`src/sv/vip_pkg.sv`:
```
// types, register map and helpers for the port subset block
// used by every module of the block and by its checker; no dependencies
`timescale 1ns / 1ps

package vip_pkg;

    localparam logic [7:0] REG_RESET = 8'hff;
    localparam int         STORE_DEPTH = 16;

    // register map
    localparam logic [3:0] ADDR_PORT_B     = 4'd0;
    localparam logic [3:0] ADDR_PORT_A     = 4'd1;
    localparam logic [3:0] ADDR_DDR_B      = 4'd2;
    localparam logic [3:0] ADDR_DDR_A      = 4'd3;
    localparam logic [3:0] ADDR_PORT_A_ALT = 4'd15;

    localparam logic MODE_READ  = 1'b0;
    localparam logic MODE_WRITE = 1'b1;

    // port b bit roles
    localparam int PB_WRITE_BIT = 0;
    localparam int PB_READ_BIT  = 1;
    localparam int PB_READY_BIT = 2;
    localparam int PB_IRQ_BIT   = 3;

    // fields listed msb first, so the last field lands in the low bits
    typedef struct packed {
        logic [7:0] speech_status;
        logic       speech_irq;
        logic       speech_ready;
        logic [7:0] write_data;
        logic [3:0] reg_addr;
    } t_access;

    typedef struct packed {
        logic    mode;
        t_access acc;
    } t_item;

    typedef struct packed {
        logic       speech_read_strobe;
        logic [7:0] speech_write_data;
        logic       speech_write_strobe;
        logic [7:0] read_data;
    } t_result;

    localparam int ACC_W      = $bits(t_access);
    localparam int RES_W      = $bits(t_result);
    localparam int IN_TDATA_W = ((ACC_W + 7) / 8) * 8;
    localparam int OUT_TDATA_W = ((RES_W + 7) / 8) * 8;
    localparam int TUSER_W    = 1;

    function automatic logic [7:0] merge_bits(input logic [7:0] old_val,
                                              input logic [7:0] new_val,
                                              input logic [7:0] mask);
        return (old_val & ~mask) | (new_val & mask);
    endfunction

    function automatic logic [OUT_TDATA_W-1:0] pack_result(input t_result res);
        return {{(OUT_TDATA_W - RES_W){1'b0}}, res};
    endfunction

endpackage

```
`src/sv/versatile_interface_port_subset.sv`:
```
// Port section of an interface adapter driving a speech chip: one bus read or
// write per stream word, one result word per access. A word is taken every
// clock while the result stream is not stalled; its result word passes the
// input register, then the result register, and the rate of one per cycle is
// set by the port, direction and storage registers updating as the word moves
// between those two registers. Reset is synchronous and needs no clearing pass.
// While a result waits to be taken, one more word is accepted into the input
// register; after that s_axis_tready stays low until the result is drained.
`timescale 1ns / 1ps

module versatile_interface_port_subset
    import vip_pkg::*;
(
    input  logic                   i_clk,
    input  logic                   i_rst_n,
    input  logic                   s_axis_tvalid,
    output logic                   s_axis_tready,
    // reg_addr[3:0], write_data[11:4], speech_ready[12], speech_irq[13],
    // speech_status[21:14], zero pad above
    input  logic [IN_TDATA_W-1:0]  s_axis_tdata,
    // mode[0]: 0 read, 1 write
    input  logic [TUSER_W-1:0]     s_axis_tuser,
    output logic                   m_axis_tvalid,
    input  logic                   m_axis_tready,
    // read_data[7:0], speech_write_strobe[8], speech_write_data[16:9],
    // speech_read_strobe[17], zero pad above
    output logic [OUT_TDATA_W-1:0] m_axis_tdata
);

    logic    held_valid;
    t_item   held_item;
    logic    advance;
    t_result res;

    vip_in_stage u_in (
        .i_clk     (i_clk),
        .i_rst_n   (i_rst_n),
        .i_tvalid  (s_axis_tvalid),
        .o_tready  (s_axis_tready),
        .i_tdata   (s_axis_tdata),
        .i_tuser   (s_axis_tuser),
        .i_advance (advance),
        .o_valid   (held_valid),
        .o_item    (held_item)
    );

    vip_port_regs u_regs (
        .i_clk   (i_clk),
        .i_rst_n (i_rst_n),
        .i_fire  (advance),
        .i_item  (held_item),
        .o_res   (res)
    );

    vip_out_stage u_out (
        .i_clk     (i_clk),
        .i_rst_n   (i_rst_n),
        .i_valid   (held_valid),
        .i_res     (res),
        .o_advance (advance),
        .o_tvalid  (m_axis_tvalid),
        .i_tready  (m_axis_tready),
        .o_tdata   (m_axis_tdata)
    );

endmodule

```
`src/sv/vip_in_stage.sv`:
```
// input register of the port subset block: holds one accepted bus word
// depends on vip_pkg
`timescale 1ns / 1ps

module vip_in_stage
    import vip_pkg::*;
(
    input  logic                  i_clk,
    input  logic                  i_rst_n,
    input  logic                  i_tvalid,
    output logic                  o_tready,
    input  logic [IN_TDATA_W-1:0] i_tdata,
    input  logic [TUSER_W-1:0]    i_tuser,
    input  logic                  i_advance,
    output logic                  o_valid,
    output t_item                 o_item
);

    logic  r_valid;
    t_item r_item;

    assign o_tready = !r_valid || i_advance;
    assign o_valid  = r_valid;
    assign o_item   = r_item;

    always_ff @(posedge i_clk) begin
        if (!i_rst_n) begin
            r_valid <= 1'b0;
        end else if (i_tvalid && o_tready) begin
            r_valid <= 1'b1;
        end else if (i_advance) begin
            r_valid <= 1'b0;
        end
    end

    always_ff @(posedge i_clk) begin
        if (i_tvalid && o_tready) begin
            r_item.mode <= i_tuser[0];
            r_item.acc  <= t_access'(i_tdata[ACC_W-1:0]);
        end
    end

endmodule

```
`src/sv/vip_port_regs.sv`:
```
// port and direction registers, plain storage and the access logic
// depends on vip_pkg; state moves only when the held word is retired
`timescale 1ns / 1ps

module vip_port_regs
    import vip_pkg::*;
(
    input  logic    i_clk,
    input  logic    i_rst_n,
    input  logic    i_fire,
    input  t_item   i_item,
    output t_result o_res
);

    logic [7:0] r_pb, n_pb;
    logic [7:0] r_pa, n_pa;
    logic [7:0] r_db, n_db;
    logic [7:0] r_da, n_da;
    logic [STORE_DEPTH-1:0][7:0] r_store, n_store;

    t_access acc;
    assign acc = i_item.acc;

    always_comb begin
        n_pb    = r_pb;
        n_pa    = r_pa;
        n_db    = r_db;
        n_da    = r_da;
        n_store = r_store;
        o_res   = '0;
        if (i_item.mode == MODE_READ) begin
            case (acc.reg_addr)
                ADDR_PORT_B: begin
                    o_res.read_data = r_pb & r_db;
                    // a low ready or irq line reads back as a set bit
                    if (!acc.speech_ready) o_res.read_data[PB_READY_BIT] = 1'b1;
                    if (!acc.speech_irq) o_res.read_data[PB_IRQ_BIT] = 1'b1;
                end
                ADDR_PORT_A, ADDR_PORT_A_ALT: begin
                    o_res.read_data = r_pa & r_da;
                end
                ADDR_DDR_B: o_res.read_data = r_db;
                ADDR_DDR_A: o_res.read_data = r_da;
                default:    o_res.read_data = r_store[acc.reg_addr];
            endcase
        end else begin
            case (acc.reg_addr)
                ADDR_PORT_B: begin
                    n_pb = merge_bits(r_pb, acc.write_data, r_db);
                    if (!r_pb[PB_WRITE_BIT] && n_pb[PB_WRITE_BIT]) begin
                        o_res.speech_write_strobe = 1'b1;
                        o_res.speech_write_data   = r_pa;
                    end
                    // status fills the input bits, outputs keep their value
                    if (!r_pb[PB_READ_BIT] && n_pb[PB_READ_BIT]) begin
                        o_res.speech_read_strobe = 1'b1;
                        n_pa = merge_bits(acc.speech_status, r_pa, r_da);
                    end
                end
                ADDR_PORT_A, ADDR_PORT_A_ALT: begin
                    n_pa = merge_bits(r_pa, acc.write_data, r_da);
                end
                ADDR_DDR_B: n_db = acc.write_data;
                ADDR_DDR_A: n_da = acc.write_data;
                default:    n_store[acc.reg_addr] = acc.write_data;
            endcase
        end
    end

    always_ff @(posedge i_clk) begin
        if (!i_rst_n) begin
            r_pb    <= REG_RESET;
            r_pa    <= REG_RESET;
            r_db    <= REG_RESET;
            r_da    <= REG_RESET;
            r_store <= {STORE_DEPTH{REG_RESET}};
        end else if (i_fire) begin
            r_pb    <= n_pb;
            r_pa    <= n_pa;
            r_db    <= n_db;
            r_da    <= n_da;
            r_store <= n_store;
        end
    end

endmodule

```
`src/sv/vip_out_stage.sv`:
```
// result register of the port subset block with its stream handshake
// depends on vip_pkg
`timescale 1ns / 1ps

module vip_out_stage
    import vip_pkg::*;
(
    input  logic                   i_clk,
    input  logic                   i_rst_n,
    input  logic                   i_valid,
    input  t_result                i_res,
    output logic                   o_advance,
    output logic                   o_tvalid,
    input  logic                   i_tready,
    output logic [OUT_TDATA_W-1:0] o_tdata
);

    logic    r_valid;
    t_result r_res;

    // take a new result when the register is empty or being drained
    assign o_advance = i_valid && (!r_valid || i_tready);
    assign o_tvalid  = r_valid;
    assign o_tdata   = pack_result(r_res);

    always_ff @(posedge i_clk) begin
        if (!i_rst_n) begin
            r_valid <= 1'b0;
        end else if (o_advance) begin
            r_valid <= 1'b1;
        end else if (i_tready) begin
            r_valid <= 1'b0;
        end
    end

    always_ff @(posedge i_clk) begin
        if (o_advance) begin
            r_res <= i_res;
        end
    end

endmodule

```
`config.mk`:
```
export PLATFORM = sky130hd
export DESIGN_NAME = versatile_interface_port_subset
export DESIGN_NICKNAME = d
export VERILOG_FILES = /design/src/sv/vip_pkg.sv /design/src/sv/versatile_interface_port_subset.sv /design/src/sv/vip_in_stage.sv /design/src/sv/vip_port_regs.sv /design/src/sv/vip_out_stage.sv
export SDC_FILE = /design/constraint.sdc
export NUM_CORES = 1
export LEC_CHECK = 0
export BUFFER_PORTS_ARGS = -buffer_cell sky130_fd_sc_hd__buf_2
export CAP_MARGIN = 40
export CORE_MARGIN = 2
export CORE_UTILIZATION = 50
export CTS_CLUSTER_DIAMETER = 40
export DETAILED_ROUTE_END_ITERATION = 16
export GPL_TIMING_DRIVEN = 0
export HOLD_SLACK_MARGIN = 0.02
export PLACE_DENSITY = 0.68
export RECOVER_POWER = 50
export SKIP_LAST_GASP = 1
export SLEW_MARGIN = 20
export SYNTH_ARGS = -nofsm -noshare
export SYNTH_HDL_FRONTEND = slang
export SYNTH_SLANG_ARGS = --single-unit
```
`constraint.sdc`:
```
create_clock -name i_clk -period 2.6 [get_ports i_clk]
set_input_delay 0.39 -clock i_clk [delete_from_list [all_inputs] [get_ports i_clk]]
set_output_delay 0.39 -clock i_clk [all_outputs]
set_load 0.005 [all_outputs]
```
# Word level (Yosys, flattened, before mapping)
# Cells that the tools add are included.
# classes
n_lt_le_gt_ge,2
n_eq_ne,5
muxes,16
bitwise,13
n_reduce_logical,24
# ops
op,n
$bwmux W128,1
$and A8 B8 Y8,7
$bmux W8 S4,1
$demux W8 S4,1
$pmux W8 S4,1
$mux W8,3
$or A8 B8 Y8,3
$not A8 Y8,2
$pmux W8 S2,1
$reduce_and A3 Y1,5
$eq A4 B2 Y1 const B,2
$mux W1,8
$reduce_bool A2 Y1,3
$logic_and A1 B1 Y1,5
$lt A4 B5 Y1 const B,1
$reduce_or A5 Y1,1
$eq A4 B1 Y1 const B,1
$eq A4 B4 Y1 const B,1
$ge A4 B1 Y1 const B,1
$logic_not A1 Y1,4
$logic_not A4 Y1,1
$reduce_and A4 Y1,1
$logic_or A1 B1 Y1,2
$ne A2 B1 Y1 const B,1
other kinds (3),3
# word_totals
ff_bits,203
input_bits,29
output_inout_bits,26
wordCells,92

# Longest topological paths before layout
# Gate-level depths: netlist of the first run.
# depth
depth_word,6
depth_mapped,10
ltp_nobuf,7

# Cells and area by module
# Synthesis of the first run repeated with hierarchy kept, for this count alone.
# unflattened
hier_cells,821
area_unflattened_um2,7533.5
# by_module_without_submodules
module,n_inst,cells_each,area_each_um2,seq_area_each_um2
vip_port_regs,1,764,6148.4,2402.3
vip_in_stage,1,28,748.2,710.7
vip_out_stage,1,29,636.9,560.5

# Least setup slack after synthesis of the first run
# OpenSTA, ideal clock, no wires.
# synth_timing
path_kind,flip-flop to flip-flop
from,reg u_in.o_item[2] (netlist name)
to,reg (tool-made name)
setup_ns,0.150
t_arrival_ns,1.822
t_required_ns,2.450
setup_slack_ns,0.628
path_stages_with_launch,11
path_buffers,3
synth_period_minus_slack_ns,1.972
cell_sequence,edfxtp_1 > buf_6 > and3_1 > buf_6 > o21ai_4 > inv_2 > buf_2 > ha_1 > inv_1 > o21ai_0 > o311ai_0

# Worst setup path after layout of the first run
# layout_timing
from,reg u_in.o_item[0] (netlist name)
to,reg u_out.r_res (netlist bit u_out.o_tdata[5]) (data pin)
# layout_via
elab_chain_len,3
elab_cells_between_ends,9
cone_classes,4 x eq/ne; 3 x mux; 2 x reduce/logical
# layout_rtl
item,line_no,text
"$bmux W8 S4, or another cell as far along",vip_port_regs.sv:44,default: o_res.read_data = r_store[acc.reg_addr];
$mux W8 (implied by the code) / $reduce_or A2 Y1 (equally long branches),n/a,
$pmux W8 S4 (*),vip_port_regs.sv:32,case (acc.reg_addr)
"end signal, assigned",vip_out_stage.sv:38,r_res <= i_res;
"end, declared",vip_out_stage.sv:19,t_result r_res;
# Every way passes the cells marked *; elsewhere a longest branch is shown, timed or not. The select of a mux whose other input is x is not followed.
# A chain may end at the register's enable or synchronous reset.

==> results of run 1 <==
## area by class of cell
| cell class | count | share of cell area |
|---|---|---|
| Sequential cell | 163 | 0.4310 |
| Multi-Input combinational cell | 472 | 0.3914 |
| Clock buffer | 18 | 0.05035 |
| Buffer | 59 | 0.04008 |
| Timing Repair Buffer | 49 | 0.02804 |
| Tap cell | 184 | 0.02701 |
| Clock inverter | 14 | 0.02598 |
| Inverter | 14 | 0.006166 |
## registers in the layout (all words and copies together) (netlist names), named ones only
name and count:
u_out.o_tdata 18, u_in.o_valid 1, u_in.o_item 23, u_regs.r_pb 2
u_regs.r_da 8, u_regs.r_db 8, u_regs.r_store 88, u_out.o_tvalid 1
## power breakdown
part / total (mW) / internal (mW) / leakage [nW] / switching, mW
clock network: 2.79 / 1.72 / 0.310 / 1.07
logic: 0.359 / 0.123 / 1.45 / 0.236
registers: 2.68 / 2.65 / 1.39 / 0.0346
## critical path: cells and delay by family, from the launching register on
| kind | cells | cell delay [ns] |
|---|---|---|
| AO/OA/AOI/OAI | 2 | 0.54 |
| buffers and inverters | 3 | 0.78 |
| flip-flops | 1 | 0.32 |
| multiplexers | 1 | 0.54 |
## layer usage
metal  GRT usage  vias to the layer above
met5           0                        -
met1      0.3544                     2808
met4      0.1189                        0
met3     0.04928                       58
met2      0.4061                      243
li1            -                     2644
## stage by stage
step	total power, mW	instance area (sq um)	utilization	cells	hold slack, ns
2_1_floorplan	2.958	7450	-	708	0.4325
3_3_place_gp	3.092	7905	0.5439	937	0.4429
3_5_place_dp	3.099	7925	0.5453	939	0.4523
4_1_cts	5.863	8576	0.5900	971	0.1143
5_1_grt	5.998	8523	0.5864	973	0.1162
6_report	5.830	8523	0.5864	973	0.1299
## cell families after synthesis
logic type | share of synthesized area
other cells | 0.0005047
fa+ha+maj | 0.01347
compound gates | 0.08520
buf+inv | 0.05388
simple gates | 0.1691
flops | 0.4944
mux | 0.1835
## cells in the mapped netlist (all sizes together), types with 4 or more instances
| cell | number |
|---|---|
| mux4 | 14 |
| mux2 | 8 |
| o211ai | 10 |
| nor2 | 16 |
| nor3 | 12 |
| and2 | 10 |
| nand3 | 36 |
| mux2i | 92 |
| o21ai | 28 |
| nand2 | 141 |
| nand2b | 8 |
| a21oi | 17 |
| a31oi | 6 |
| inv | 14 |
| and4b | 4 |
| and3 | 8 |
| ha | 8 |
| dfxtp | 122 |
| o21bai | 5 |
| o22ai | 8 |
| edfxtp | 41 |
| a221oi | 4 |
| buf | 27 |
| clkbuf | 32 |
## final timing paths
check	from	end	cells after the start
worst max-delay path	u_in.o_item[0]$_DFFE_PP_	u_out.o_tdata[5]$_SDFFCE_PP0N_	6
worst min register to register	u_regs.r_store[67]$_SDFFE_PN1P_	u_regs.r_store[67]$_SDFFE_PN1P_	2
worst min-delay path	s_axis_tdata[0]	u_in.o_item[0]$_DFFE_PP_	1
worst max register to register	u_in.o_item[0]$_DFFE_PP_	u_out.o_tdata[5]$_SDFFCE_PP0N_	6
==> out/metrics.yaml, run 1 <==
power:
  ir_worst_vdd_mv: 0.3893
  power_density_nw_per_um2: 684.0
  leakage_nw: 3.143
floorplanning:
  ios: 55
  dieArea_sq_um: 15850
  fp-row-count: 44
  core_sq_um: 14530
  die_w_microns: 125.9
  start_util: 0.5113
  die_y_microns: 125.9
final_layout:
  layout_commonest_cell: "nand2_1"
  layout_common_cells: "141 x nand2_1, 122 x dfxtp_1, 92 x mux2i_1"
  drive_gt1_frac: 0.1660
  seqCellArea_sq_um: 3674
  multi_input_area_sq_um: 3336
  nets: 813
  diodes: 0
  syn2layout_area_growth_pct: 14.70
  layout.filler_cells: 1250
placement:
  portBuffers: 45
  gp_congestion: 0.9283
  dp_hpwl_microns: 14110
  dp_slack_ns: 0.3134
synth:
  yosys_warnings: 0
  synthTopCellsByArea: "dfxtp_1 33%, edfxtp_1 17%, mux2i_1 12%"
  synth_cell_types: 60
  syn_area_sq_um: 7431
  yosysSeqAreaShare: 0.4944
  synth_edf_count: 41
  post-synth-top-area-cell: "dfxtp_1"
  syn_avg_cell_area_sq_um: 10.57
  yosysTopAreaCellShare: 0.3287
  ys_seq_elements: 163
  syn_inst: 703
  async_reset_ff_frac: 0
  synthFlopType: "dfxtp_1"
sta:
  tightest_slew_ns: 0.9854
  setup_viol: 0
  hold_viol_final: 0
  drv_slew: 0
  max_freq_mhz: 406.0
  grt_setup_unrepaired: "no"
  skew_ns: 0.005550
  min_period_ns: 2.463
  relSlewSlack: 0.3395
  layout_setup_ws_ns: 0.1370
  post-route-period-util: 0.9473
  finalSetupTns_ns: 0
critical_path:
  required_ns: 2.75
  cp-end-kind: "flip-flop"
  critPathMaxFanout: 10
  critPathArrivalTime_ns: 2.61
  criticalPathCategory: "reg -> reg"
  slowest_stage: "mux4_2"
  crit_path_start_kind: "flip-flop"
  crit_chain: "clkbuf_2, buf_8, buf_6, mux4_2, o21ai_0, a221oi_1"
  max_stage_delay_ns: 0.54
  rrSetupSlack_ns: 0.14
drt:
  wl_met2_microns: 9128
  top_layer: "met4"
  antenna_left: 0
  wirelength_microns: 19970
  wl_per_cell_microns: 20.52
  drcViolationCount: 0
  post_drt_via_cell_ratio: 5.913
  dr_total_vias: 5753
  drtPass1Iterations: 5
  wl_met3_microns: 1522
  wl_met1_microns: 8604
  drtIter0Drc: 465
clock_tree:
  cts_tree: "done"
  cts_buffers: 17
  cts_buffer_depth: 2
  cts_resized: 0
  clk-insertion-delay-late_ns: 0.43
  hold_buffers: 0
  cts.sinks: 163
  cts_max_level: 4
  clkTransAtPathRegs_ns: 0.07
  root_buffer: "clkbuf_16"
  postCtsSetupRepairBufs: 0
min_path:
  hold_path_class: "in -> reg"
global_route:
  grt_pass1_vias: 5699
  grt_max_degree: 19
  gr-total-overflow: 0
  grt.total_usage: 0.2605
  grt_pass1_wl_microns: 31450
  grt_antenna_before_repair: 0
status:
  run_status: "completed"
job:
  drv_cap: 0
No activity file was read; power rests on OpenSTA's default activity.
==> run 2, diff against run 1 <==
Settings changed: ABC_AREA from default to 1, CAP_MARGIN 40 to 20, SYNTH_HIERARCHICAL from default to 1.
==> run 2 against run 1 <==
  * Wire length up 15%
  * Power up 3.9%
  * Worst setup slack better by 0.14 ns
  * Critical path type unchanged
==> out/metrics.yaml, run 2 <==
global_route:
  grt_max_degree: 24
  grt.total_usage: 0.2678
  gr-total-overflow: 0
  grt_pass1_wl_microns: 35980
  grt_pass1_vias: 6790
  grt_antenna_before_repair: 0
critical_path:
  slowest_stage: "nand4_1"
  criticalPathCategory: "reg -> reg"
  critical_path.top_delay_family: "simple AND/OR/NAND/NOR gates"
  crit_chain: "buf_6, clkinvlp_2, nand2_4, nor2_1, clkbuf_2, nand4_1, nor2_1"
  rrSetupSlack_ns: 0.28
  cp-end-kind: "flip-flop"
  crit_path_start_kind: "flip-flop"
  path_buf_inv: 3
  critPathMaxFanout: 10
  max_stage_delay_ns: 0.43
  critPathArrivalTime_ns: 2.59
  required_ns: 2.87
  crit_path_frequent_cell: "nor2_1"
placement:
  gp_congestion: 0.9527
  portBuffers: 46
  placed_cell_area_sq_um: 8661
  dp_hpwl_microns: 15890
synth:
  syn_avg_cell_area_sq_um: 7.104
  post-synth-top-area-cell: "dfxtp_1"
  yosysSeqAreaShare: 0.4717
  yosysTopAreaCellShare: 0.3202
  async_reset_ff_frac: 0
  synthTopCellsByArea: "dfxtp_1 32%, nand2_1 23%, edfxtp_1 15%"
  ys_seq_elements: 171
  synthTopCellsByCount: "499 x nand2_1, 139 x nand3_1, 130 x dfxtp_1"
  syn_inst: 1144
  yosys.cell_count.top_type: "nand2_1"
  synth_edf_count: 41
  synth_cell_types: 27
  yosys_warnings: 6
  synthFlopType: "dfxtp_1"
  syn_area_sq_um: 8127
clock_tree:
  root_buffer: "clkbuf_16"
  cts_buffer_depth: 2
  cts_buffers: 17
  cts_max_level: 4
  postCtsSetupRepairBufs: 0
  clk-insertion-delay-late_ns: 0.44
  clkTransAtPathRegs_ns: 0.06
  cts_tree: "done"
  cts.sinks: 171
  hold_buffers: 0
power:
  swShare: 0.2405
  leakage_nw: 5.296
  power_frac_seq: 0.467
  power_density_nw_per_um2: 651.3
  ir_worst_vdd_mv: 0.5114
  clkPwrFrac: 0.464
  p_int_mw: 4.599
  comb_power_share: 0.070
  p_total_mw: 6.055
  p_sw_mw: 1.456
drt:
  antenna_left: 0
  wirelength_microns: 23000
  drcViolationCount: 0
  wl_per_cell_microns: 15.93
  dr_total_vias: 7425
  drtIter0Drc: 892
  post_drt_via_cell_ratio: 5.142
  drtPass1Iterations: 5
final_layout:
  final_area_sq_um: 9298
  layout_commonest_cell: "nand2_1"
  largest-register: "u_regs/r_store"
  layout_common_cells: "500 x nand2_1, 139 x nand3_1, 130 x dfxtp_1"
  drive_gt1_frac: 0.1067
  syn2layout_area_growth_pct: 14.41
  diodes: 0
  nets: 1252
  largest_register_ffs: 96
floorplanning:
  fp-row-count: 46
  start_util: 0.5116
  core_sq_um: 15890
  die_y_microns: 131.5
  dieArea_sq_um: 17290
  die_w_microns: 131.5
  ios: 55
job:
  drv_cap: 0
sta:
  setup_viol: 0
  hold_viol_final: 0
  tightest_slew_ns: 1.163
  min_period_ns: 2.322
  post-route-period-util: 0.8932
  relSlewSlack: 0.2245
  skew_ns: 0.008380
  grt_setup_unrepaired: "no"
  drv_slew: 0
  max_freq_mhz: 430.6
min_path:
  hold_path_class: "in -> reg"
status:
  run_status: "completed"
-- run 2: cell count changes in the layout (fill, tap and decap cells not counted), moves of 13 or more --
cell      previous run  this run
o211ai_1            10        26
a21oi_1             17         2
mux2i_1             92         0
nand4_1              2        15
inv_1               13       129
nand2_1            141       500
nor2_1              13        46
nand3_1             36       139
-- run 2: path summary, 6_finish.rpt --
| kind | from | cells past startpoint | endpoint |
|---|---|---|---|
| worst max-delay path | u_in/o_item[1]$_DFFE_PP_ | 7 | u_out/o_tdata[13]$_DFFE_PP_ |
| worst min register to register | u_regs/r_store[124]$_SDFFE_PN1P_ | 2 | u_regs/r_store[124]$_SDFFE_PN1P_ |
| worst max register to register | u_in/o_item[1]$_DFFE_PP_ | 7 | u_out/o_tdata[13]$_DFFE_PP_ |
| worst min-delay path | s_axis_tdata[3] | 1 | u_in/o_item[3]$_DFFE_PP_ |
-- run 2: worst reg2reg max path, cell delays in order, from the launching register on --
cell	delay [ns]
edfxtp_1	0.42
buf_6	0.18
clkinvlp_2	0.31
nand2_4	0.15
nor2_1	0.17
clkbuf_2	0.27
nand4_1	0.43
nor2_1	0.24
-- run 2: layout make-up --
class	count	area, sq um
multi-input combinational	781	3525
sequential	171	3834
timing repair buffer	46	224.0
inverter	140	526.8
clock inverter	14	219.0
fill	1564	6588
clock buffer	18	429.2
buffer	58	270.3
tap	216	270.3
-- run 2: repair_timing --
item	in CTS	in global routing
gates cloned	0	1
resized for setup	1	0
setup endpoints to repair	137	97
-- run 2: cells by family after synthesis --
group | after synthesis | synth area share
adders and majority gates | 8 | 0.01232
and+or+nand+nor | 723 | 0.3798
buffers and inverters | 198 | 0.09885
AOI/OAI and AO/OA | 43 | 0.03680
DFF | 171 | 0.4717
other | 1 | 0.0004615
-- run 2: routing by layer --
metal,GRT usage,wire (microns)
met5,0,0
met4,0.07971,365
met3,0.06057,2111
met2,0.3999,10070
met1,0.3872,10460
-- run 2: power by group through the flow --
stage	combinational [mW]	sequential, mW	clock (mW)
2_1_floorplan	0.256	2.87	0
3_3_place_gp	0.409	2.88	0
3_5_place_dp	0.413	2.88	0
4_1_cts	0.417	2.82	2.84
5_1_grt	0.460	2.83	2.95
6_report	0.421	2.82	2.81
-- run 2: stage by stage --
| step | cells | TNS, ns | worst slack (ns) | util | hold slack, ns |
|---|---|---|---|---|---|
| floorplan | 1149 | 0 | 0.2813 | - | 0.3917 |
| global placement | 1411 | -32.04 | -0.4773 | 0.5447 | 0.4019 |
| detailed placement | 1411 | -31.48 | -0.3317 | 0.5452 | 0.4079 |
| CTS | 1443 | 0 | 0.03870 | 0.5865 | 0.1121 |
| global route | 1444 | 0 | 0.08764 | 0.5853 | 0.1143 |
| finish | 1444 | 0 | 0.2777 | 0.5853 | 0.1286 |
==> run 3, diff against run 2 <==
Settings changed: CTS_BUF_LIST from default to sky130_fd_sc_hd__clkbuf_8.
==> run 3 against run 2 <==
  * Power down 11%
  * Sequential power about the same
  * Sequential cell count unchanged
  * Worst setup slack worse by 0.0042 ns
  * Register-to-register slack about the same
  * Maximum frequency down 0.18%
  * Worst hold slack worse by 0.037 ns
  * Die area unchanged
  * First-iteration DRC count up 0.78%
  * Clock power down 23%
  * Critical endpoint unchanged
  * Largest power group unchanged
==> out/metrics.yaml, run 3 (same netlist as run 2, synthesis figures left out) <==
floorplanning:
  ios: 55
  fp-row-count: 46
  dieArea_sq_um: 17290
  die_y_microns: 131.5
  start_util: 0.5116
  core_sq_um: 15890
  die_w_microns: 131.5
final_layout:
  layout_commonest_cell: "nand2_1"
  largest-register: "u_regs/r_store"
  final_util: 0.5733
  diodes: 0
  drive_gt1_frac: 0.1067
  syn2layout_area_growth_pct: 12.06
  layout_common_cells: "500 x nand2_1, 139 x nand3_1, 130 x inv_1, 130 x dfxtp_1, 51 x buf_2"
  final_area_sq_um: 9106
  nets: 1252
  largest_register_ffs: 96
sta:
  post-route-period-util: 0.8948
  skew_ns: 0.01109
  drv_slew: 0
  min_period_ns: 2.326
  max_freq_mhz: 429.8
  tightest_slew_ns: 1.091
  finalSetupTns_ns: 0
  relSlewSlack: 0.2725
  whs_ns: 0.09115
  grt_setup_unrepaired: "no"
  setup_viol: 0
  hold_viol_final: 0
drt:
  antenna_left: 0
  drcViolationCount: 0
  drtPass1Iterations: 5
  dr_total_vias: 7445
  drtIter0Drc: 899
  post_drt_via_cell_ratio: 5.156
  wl_per_cell_microns: 15.86
  wirelength_microns: 22900
global_route:
  gr-total-overflow: 0
  grt_pass1_vias: 6782
  grt_pass1_wl_microns: 35710
  grt.total_usage: 0.2653
  grt_max_degree: 24
  grt_antenna_before_repair: 0
critical_path:
  critPathArrivalTime_ns: 2.64
  rrSetupSlack_ns: 0.27
  critPathMaxFanout: 10
  criticalPathCategory: "reg -> reg"
  cp-end-kind: "flip-flop"
  required_ns: 2.91
  crit_path_start_kind: "flip-flop"
power:
  p_total_mw: 5.416
  ir_worst_vdd_mv: 0.3801
  power_density_nw_per_um2: 594.8
  leakage_nw: 5.213
clock_tree:
  clk-insertion-delay-late_ns: 0.47
  cts_tree: "done"
  cts_buffer_depth: 2
  cts_max_level: 4
  root_buffer: "clkbuf_8"
  clkTransAtPathRegs_ns: 0.09
  cts_buffers: 17
  cts.sinks: 171
placement:
  portBuffers: 46
  dp_hpwl_microns: 15890
  placed_cell_area_sq_um: 8661
  gp_congestion: 0.9527
min_path:
  hold_path_class: "in -> reg"
job:
  drv_cap: 0
status:
  run_status: "completed"
## run 3: cell count changes in the layout (fill, tap and decap cells not counted)
cell / delta
clkbuf_16: -17
inv_1: +1
clkbuf_8: +17
clkbuf_1: -1
## run 3: final cells by class
class / count / area (sq um)
Clock inverter: 15 / 222.7
Inverter: 140 / 526.8
Tap cell: 216 / 270.3
Clock buffer: 17 / 234.0
Fill cell: 1601 / 6779
Sequential cell: 171 / 3834
Multi-Input combinational cell: 781 / 3525
Timing Repair Buffer: 46 / 224.0
Buffer: 58 / 270.3
## run 3: per-stage QoR
step,worst slack (ns),std cells
after floorplan,0.2813,1149
after global placement,-0.4773,1411
after detailed placement,-0.3317,1411
after CTS,0.05332,1443
after global routing,0.08268,1444
final,0.2735,1444
## run 3: layer usage
layer | global-route usage | up-vias | part of all wire
met4 | 0.08998 | 0 | 0.022
met2 | 0.3930 | 255 | 0.43
met1 | 0.3856 | 3455 | 0.48
met5 | 0 | - | 0
li1 | - | 3694 | -
met3 | 0.05401 | 41 | 0.068
## run 3: worst max-delay path: stages (launching register included)
cell and delay [ns]:
edfxtp_1 0.43, buf_6 0.18, clkinvlp_2 0.31, nand2_4 0.15
nor2_1 0.16, clkbuf_2 0.27, nand4_1 0.42, nor2_1 0.23
## run 3: final timing paths
check,startpoint,end,cells past startpoint
hold / removal,s_axis_tdata[3],u_in/o_item[3]$_DFFE_PP_,1
hold reg to reg,u_regs/r_store[124]$_SDFFE_PN1P_,u_regs/r_store[124]$_SDFFE_PN1P_,2
setup / recovery,u_in/o_item[1]$_DFFE_PP_,u_out/o_tdata[13]$_DFFE_PP_,7
setup reg to reg,u_in/o_item[1]$_DFFE_PP_,u_out/o_tdata[13]$_DFFE_PP_,7
## run 3: report_power, final
part | leakage (nW) | switching [mW] | internal (mW)
Combinational | 3.54 | 0.316 | 0.104
Sequential | 1.45 | 0.0409 | 2.78
Clock | 0.221 | 1.03 | 1.15
## run 3: what timing repair did
| item | CTS | global route |
|---|---|---|
| pin swaps | 0 | 0 |
| cloned | 0 | 1 |
| gates resized for setup | 1 | 0 |
| buffers inserted | 0 | 0 |
| hold buffers | 0 | 0 |
| endpoints found under the hold margin | 0 | 0 |
| setup endpoints to repair | 138 | 100 |
